**src/hw/rtl/spq_pkg.sv**
```systemverilog
// ----------------------------------------------------------------------------
// spq_pkg
// shared constants, codes and control types of the sorted priority queue
// ----------------------------------------------------------------------------
`timescale 1ns / 1ps

package spq_pkg;

  localparam int DEPTH   = 32;
  localparam int CNT_W   = $clog2(DEPTH + 1);
  localparam int VAL_W   = 32;
  localparam int PRIO_W  = 16;
  localparam int ENTRY_W = 6;
  localparam int STAT_W  = 2;

  localparam logic OP_INSERT = 1'b0;
  localparam logic OP_REMOVE = 1'b1;

  localparam logic [STAT_W-1:0] ST_OK        = 2'd0;
  localparam logic [STAT_W-1:0] ST_OVERFLOW  = 2'd1;
  localparam logic [STAT_W-1:0] ST_UNDERFLOW = 2'd2;

  typedef struct packed {
    logic capture;
    logic execute;
  } spq_cmd_t;

endpackage

```
**src/hw/rtl/spq_ctrl.sv**
```systemverilog
// ----------------------------------------------------------------------------
// spq_ctrl
// handshake controller: captures a transaction, then runs it once the
// result register can take the outcome
// ----------------------------------------------------------------------------
`timescale 1ns / 1ps

module spq_ctrl
  import spq_pkg::*;
(
  input  logic     clk,
  input  logic     rst_n,
  input  logic     in_valid,
  output logic     in_ready,
  output logic     out_valid,
  input  logic     out_ready,
  output spq_cmd_t cmd
);

  localparam logic S_IDLE = 1'b0;
  localparam logic S_EXEC = 1'b1;

  logic state_r, state_nxt;
  logic out_valid_r, out_valid_nxt;
  logic slot_free;

  assign in_ready    = (state_r == S_IDLE);
  assign out_valid   = out_valid_r;
  assign slot_free   = !out_valid_r || out_ready;
  assign cmd.capture = in_valid && in_ready;
  assign cmd.execute = (state_r == S_EXEC) && slot_free;

  always_comb begin
    state_nxt = state_r;
    case (state_r)
      S_IDLE: begin
        if (cmd.capture) state_nxt = S_EXEC;
      end
      S_EXEC: begin
        if (cmd.execute) state_nxt = S_IDLE;
      end
      default: state_nxt = S_IDLE;
    endcase
  end

  always_comb begin
    out_valid_nxt = out_valid_r;
    if (cmd.execute) begin
      out_valid_nxt = 1'b1;
    end else if (out_ready) begin
      out_valid_nxt = 1'b0;
    end
  end

  always_ff @(posedge clk) begin
    if (!rst_n) begin
      state_r     <= S_IDLE;
      out_valid_r <= 1'b0;
    end else begin
      state_r     <= state_nxt;
      out_valid_r <= out_valid_nxt;
    end
  end

endmodule

```
**src/hw/rtl/spq_datapath.sv**
```systemverilog
// ----------------------------------------------------------------------------
// spq_datapath
// sorted cell array with parallel compare and shift, plus result register
// ----------------------------------------------------------------------------
`timescale 1ns / 1ps

module spq_datapath
  import spq_pkg::*;
(
  input  logic                      clk,
  input  logic                      rst_n,
  input  spq_cmd_t                  cmd,
  input  logic                      in_opcode,
  input  logic signed [VAL_W-1:0]   in_element_value,
  input  logic signed [PRIO_W-1:0]  in_element_priority,
  output logic [STAT_W-1:0]         out_status,
  output logic signed [VAL_W-1:0]   out_removed_value,
  output logic signed [PRIO_W-1:0]  out_removed_priority,
  output logic [ENTRY_W-1:0]        out_entry_count
);

  logic                     op_r;
  logic signed [VAL_W-1:0]  val_r;
  logic signed [PRIO_W-1:0] prio_r;

  logic [CNT_W-1:0] count_r, count_nxt;

  logic signed [VAL_W-1:0]  val_cell_r  [DEPTH];
  logic signed [PRIO_W-1:0] prio_cell_r [DEPTH];
  logic signed [VAL_W-1:0]  val_cell_nxt  [DEPTH];
  logic signed [PRIO_W-1:0] prio_cell_nxt [DEPTH];
  logic signed [VAL_W-1:0]  val_up   [DEPTH];
  logic signed [PRIO_W-1:0] prio_up  [DEPTH];
  logic signed [VAL_W-1:0]  val_dn   [DEPTH];
  logic signed [PRIO_W-1:0] prio_dn  [DEPTH];

  logic [DEPTH-1:0] lt;
  logic [DEPTH-1:0] from_prev;
  logic             full, empty;

  logic [STAT_W-1:0]        status_r, status_nxt;
  logic signed [VAL_W-1:0]  rval_r, rval_nxt;
  logic signed [PRIO_W-1:0] rprio_r, rprio_nxt;
  logic [ENTRY_W-1:0]       rcount_r;

  assign full  = (count_r == CNT_W'(DEPTH));
  assign empty = (count_r == '0);

  // occupied cells whose priority is below the new one
  always_comb begin
    for (int i = 0; i < DEPTH; i++) begin
      lt[i] = (CNT_W'(i) < count_r) && (prio_cell_r[i] < prio_r);
    end
  end

  assign from_prev = {lt[DEPTH-2:0], 1'b0};

  // neighbor views for shifting
  always_comb begin
    for (int i = 0; i < DEPTH - 1; i++) begin
      val_up[i]  = val_cell_r[i+1];
      prio_up[i] = prio_cell_r[i+1];
    end
    val_up[DEPTH-1]  = val_cell_r[DEPTH-1];
    prio_up[DEPTH-1] = prio_cell_r[DEPTH-1];
    val_dn[0]  = val_cell_r[0];
    prio_dn[0] = prio_cell_r[0];
    for (int i = 1; i < DEPTH; i++) begin
      val_dn[i]  = val_cell_r[i-1];
      prio_dn[i] = prio_cell_r[i-1];
    end
  end

  always_comb begin
    status_nxt = ST_OK;
    rval_nxt   = '0;
    rprio_nxt  = '0;
    count_nxt  = count_r;
    for (int i = 0; i < DEPTH; i++) begin
      val_cell_nxt[i]  = val_cell_r[i];
      prio_cell_nxt[i] = prio_cell_r[i];
    end
    case (op_r)
      OP_INSERT: begin
        if (full) begin
          status_nxt = ST_OVERFLOW;
        end else begin
          count_nxt = count_r + CNT_W'(1);
          for (int i = 0; i < DEPTH; i++) begin
            if (from_prev[i]) begin
              val_cell_nxt[i]  = val_dn[i];
              prio_cell_nxt[i] = prio_dn[i];
            end else if ((CNT_W'(i) == count_r) || lt[i]) begin
              val_cell_nxt[i]  = val_r;
              prio_cell_nxt[i] = prio_r;
            end
          end
        end
      end
      OP_REMOVE: begin
        if (empty) begin
          status_nxt = ST_UNDERFLOW;
        end else begin
          rval_nxt  = val_cell_r[0];
          rprio_nxt = prio_cell_r[0];
          count_nxt = count_r - CNT_W'(1);
          for (int i = 0; i < DEPTH; i++) begin
            val_cell_nxt[i]  = val_up[i];
            prio_cell_nxt[i] = prio_up[i];
          end
        end
      end
      default: status_nxt = ST_OK;
    endcase
  end

  // captured transaction
  always_ff @(posedge clk) begin
    if (cmd.capture) begin
      op_r   <= in_opcode;
      val_r  <= in_element_value;
      prio_r <= in_element_priority;
    end
  end

  always_ff @(posedge clk) begin
    if (!rst_n) begin
      count_r <= '0;
    end else if (cmd.execute) begin
      count_r <= count_nxt;
    end
  end

  always_ff @(posedge clk) begin
    if (cmd.execute) begin
      for (int i = 0; i < DEPTH; i++) begin
        val_cell_r[i]  <= val_cell_nxt[i];
        prio_cell_r[i] <= prio_cell_nxt[i];
      end
      status_r <= status_nxt;
      rval_r   <= rval_nxt;
      rprio_r  <= rprio_nxt;
      rcount_r <= ENTRY_W'(count_nxt);
    end
  end

  assign out_status           = status_r;
  assign out_removed_value    = rval_r;
  assign out_removed_priority = rprio_r;
  assign out_entry_count      = rcount_r;

endmodule

```
**src/hw/rtl/sorted_priority_queue.sv**
```systemverilog
// ----------------------------------------------------------------------------
// sorted_priority_queue
// bounded priority queue kept sorted, highest priority first
// timing: result registered in the execute step after the input transaction
//   is accepted, held back while an earlier result still waits on out_ready
// flow: a new transaction waits until the previous one has run, set by the
//   capture and execute steps of the controller; all cells update at once
// reset: synchronous active-low rst_n empties the queue and the result slot
// ----------------------------------------------------------------------------
`timescale 1ns / 1ps

module sorted_priority_queue
  import spq_pkg::*;
(
  input  logic                      clk,
  input  logic                      rst_n,
  input  logic                      in_valid,
  output logic                      in_ready,
  input  logic                      in_opcode,
  input  logic signed [VAL_W-1:0]   in_element_value,
  input  logic signed [PRIO_W-1:0]  in_element_priority,
  output logic                      out_valid,
  input  logic                      out_ready,
  output logic [STAT_W-1:0]         out_status,
  output logic signed [VAL_W-1:0]   out_removed_value,
  output logic signed [PRIO_W-1:0]  out_removed_priority,
  output logic [ENTRY_W-1:0]        out_entry_count
);

  spq_cmd_t cmd;

  spq_ctrl u_ctrl (
    .clk       (clk),
    .rst_n     (rst_n),
    .in_valid  (in_valid),
    .in_ready  (in_ready),
    .out_valid (out_valid),
    .out_ready (out_ready),
    .cmd       (cmd)
  );

  spq_datapath u_datapath (
    .clk                  (clk),
    .rst_n                (rst_n),
    .cmd                  (cmd),
    .in_opcode            (in_opcode),
    .in_element_value     (in_element_value),
    .in_element_priority  (in_element_priority),
    .out_status           (out_status),
    .out_removed_value    (out_removed_value),
    .out_removed_priority (out_removed_priority),
    .out_entry_count      (out_entry_count)
  );

endmodule
```
**config.mk**
```make
export PLATFORM = sky130hd
export DESIGN_NAME = sorted_priority_queue
export DESIGN_NICKNAME = d
export VERILOG_FILES = /design/src/hw/rtl/spq_pkg.sv /design/src/hw/rtl/spq_ctrl.sv /design/src/hw/rtl/spq_datapath.sv /design/src/hw/rtl/sorted_priority_queue.sv
export SDC_FILE = /design/constraint.sdc
export NUM_CORES = 2
export LEC_CHECK = 0
export BUFFER_PORTS_ARGS = -buffer_cell sky130_fd_sc_hd__buf_2
export CAP_MARGIN = 0
export CORE_MARGIN = 8
export CORE_UTILIZATION = 30
export DETAILED_ROUTE_END_ITERATION = 6
export PLACE_DENSITY_LB_ADDON = 0.2
export SLEW_MARGIN = 30
export SYNTH_ARGS = -nofsm -noshare
export SYNTH_HDL_FRONTEND = slang
export SYNTH_HIERARCHICAL = 1
export SYNTH_SLANG_ARGS = --single-unit
```
**constraint.sdc**
```tcl
create_clock -name clk -period 15.45 [get_ports clk]
set_input_delay 0 -clock clk [delete_from_list [all_inputs] [get_ports clk]]
set_output_delay 0 -clock clk [all_outputs]
set_load 0.02 [all_outputs]
```
==> impl_metrics.yaml <==
setup_path:
  critical_path_arrival_ps: 7140
  slowest_stage: "a2111oi_1"
  cp-start-kind: "flip-flop"
  slowest_delay_ps: 850
  crit_buf_inv: 4
  cp_top_family: "compound AO/OA/AOI/OAI gates"
  crit_top_cell: "buf_4"
  crit_required_ps: 15920
  path_depth: 11
  r2r_cells: 11
  crit_chain: "clkinv_1, ha_1, a21o_1, a2111oi_1, o21ai_1, a31oi_1, mux2i_4, buf_4, inv_1, a31oi_4, buf_4"
  worstSetupPathType: "flip-flop to flip-flop"
  path_max_fanout: 47
  critPathCaptureType: "flip-flop"
synth:
  post-synth-top-count-cell: "edfxtp_1"
  yosysTopAreaCell: "edfxtp_1"
  synth_area_per_cell_um2: 10.7
  ys_types: 74
  ys_warn_count: 6
  synth_nets: 9077
  ys_top_cells_by_count: "edfxtp_1 (1641), nand2_1 (1629), nand3_1 (864), o211ai_1 (823), clkbuf_1 (588)"
  synthFlopType: "edfxtp_1"
  ys_ff_latch: 1649
  synth.cell_area_um2: 91500
  ys_seq_area_share_pct: 54.1
  synth_edf_count: 1641
  ys_top_cells_by_area: "edfxtp_1 (54%), o211ai_1 (6.8%), nand2_1 (6.7%)"
  syn-instance-count: 8540
  async_flop_share_pct: 0
  yosysTopAreaCellShare_pct: 53.9
route:
  via_per_inst: 6.12
  routed_wl_um: 401000
  final_antenna_net_count: 0
  m1WireLength_um: 163000
  met3WireLength_um: 32100
  wl_per_cell_um: 31.9
  num_vias: 76700
  drc: 3
  drtIter0Drc: 9866
  wl_met2_um: 179000
  dr.max_layer_used: "met5"
  first_pass_iters: 7
timing:
  slew_headroom_pct: 27.0
  fin_skew_ps: 97.0
  slew_viol_final: 0
  max_freq_ghz: 0.150
  rsz0062_at_grt: "no"
  setup_viol: 0
  finalHoldViolations: 0
  tightestPinTransition_ps: 1090
  period_share_pct: 43.1
  fin_crit_ps: 6670
  tns_ps: 0
worst_hold_path:
  min_path_cells: 2
  hold_path.class: "input port to flip-flop"
floorplanning:
  num_rows: 202
  dieArea_um2: 323000
  coreArea_um2: 303000
  start_util_pct: 30.2
  die_w_um: 568
  pin_count: 111
  die_h_um: 568
outcome:
  status: "finished with violations"
  violations: "design-rule violations"
cts:
  cts_sinks: 1649
  clock_latency_ps: 910
  cts_root_buf: "clkbuf_16"
  numCtsBuffers: 202
  clockBufferDepth: 4
  htreeDepth: 4
  cts_resized: 0
  cts_tree: "yes"
  cts_setup_buffers: 0
  postCtsHoldBufs: 100
  path_clk_slew_ps: 60
pwr:
  peakVddDrop_mv: 0.0828
  p_clk_share_pct: 41.8
  seq_power_share_pct: 45.7
  combPwrFrac_pct: 12.5
  p_switching_w: 0.00316
  p_int_w: 0.00831
  swShare_pct: 27.5
  power_density_nw_per_um2: 110
  power_leakage_nw: 34.9
place:
  place_congestion: 0.896
  port_buffers: 110
  place_inst: 12100
  dp_hpwl_um: 246000
  post_dp_cell_area_um2: 96500
finish:
  nNetsFinal: 8922
  drive_above_1_share_pct: 9.28
  finalNonFillerCells: 12500
  utilization_pct: 34.4
  syn2layout_area_growth_pct: 14.0
  final_area_um2: 104000
global_routing:
  grtUsageTotal_pct: 23.6
  antenna_found_initial: 24
  grt_max_degree: 218
  grt_overflow: 0
  grt_pass1_vias: 74100
  grt_pass1_wl_um: 562000
job:
  cap_violations: 0
power by group through the flow:
stage | clock [W] | sequential, W | combinational [W]
3_3_place_gp | 0 | 0.00532 | 0.00134
2_1_floorplan | 0 | 0.00529 | 0.000822
3_5_place_dp | 0 | 0.00533 | 0.00138
5_1_grt | 0.00502 | 0.00524 | 0.00151
6_report | 0.00480 | 0.00524 | 0.00143
4_1_cts | 0.00488 | 0.00523 | 0.00140
path summary, 6_finish.rpt:
kind,endpoint,slack [ps],startpoint
max,u_datapath/val_cell_r[0][33]$_DFFE_PP_,8780,u_datapath/prio_r[5]$_DFFE_PP_
min reg2reg,u_ctrl/out_valid$_SDFFE_PN0P_,510,u_ctrl/out_valid$_SDFFE_PN0P_
min,u_datapath/prio_r[15]$_DFFE_PP_,100,in_element_priority[15]
max reg2reg,u_datapath/val_cell_r[0][33]$_DFFE_PP_,8780,u_datapath/prio_r[5]$_DFFE_PP_
state kept, by name, indices dropped and copies added, names as in the netlist:
register / count
u_ctrl/out_valid: 1
u_ctrl/state_r: 1
u_datapath/count_r: 6
u_datapath/op_r: 1
u_datapath/out_entry_count: 6
u_datapath/out_removed_priority: 16
u_datapath/out_removed_value: 32
u_datapath/out_status: 2
u_datapath/prio_cell_r: 512
u_datapath/prio_r: 16
u_datapath/val_cell_r: 1024
u_datapath/val_r: 32
per-stage QoR:
step / total power (W) / worst slack [ps] / hold slack, ps
6_report: 0.0115 / 8780 / 103
5_1_grt: 0.0118 / 8640 / 81.1
4_1_cts: 0.0115 / 9120 / 58.8
3_5_place_dp: 0.00671 / 9110 / 178
3_3_place_gp: 0.00667 / 8510 / 177
2_1_floorplan: 0.00611 / 9030 / 98.9
cell type report:
| cell class | count | area, um2 |
|---|---|---|
| inverters | 37 | 139 |
| clock inverters | 134 | 1180 |
| clock buffers | 231 | 5260 |
| multi-input cells | 6057 | 39300 |
| well taps | 3978 | 4980 |
| diodes | 21 | 52.6 |
| fillers | 30200 | 199000 |
| repair buffers | 438 | 3840 |
| flip-flops and latches | 1649 | 49400 |
logic make-up (layout without fill, tap and decap cells):
family	count (synthesis)	count (layout)	share of synthesized area, %
compound gates	2072	2072	17.5
xor+xnor	3	3	0.0287
fa+ha+maj	484	484	6.62
buf+inv	834	840	3.84
flops	1649	1649	54.1
mux	161	161	1.86
other cells	0	21	0
simple gates	3337	3337	16.0
worst register-to-register path, cell delays in order, from the launching register on:
cell and delay [ps]:
edfxtp_1 470, clkinv_1 810, ha_1 600, a21o_1 170, a2111oi_1 850, o21ai_1 400
a31oi_1 370, mux2i_4 280, buf_4 570, inv_1 210, a31oi_4 580, buf_4 780
metal layers:
layer,up-vias,global-route usage [%]
li1,32700,-
met4,2,13.6
met2,4284,36.8
met3,827,3.39
met1,38900,31.3
met5,-,0
cells in the final DEF (no fill, tap or decap), types with 101 or more instances in the layout:
master,count
a21oi_1,198
a221o_1,493
buf_2,112
buf_4,177
clkbuf_16,206
edfxtp_1,1641
ha_1,484
mux2i_1,101
nand2_1,1620
nand3_1,863
nor2_1,450
o211ai_1,823
o21ai_0,113
No activity file was read; power rests on OpenSTA's default activity.
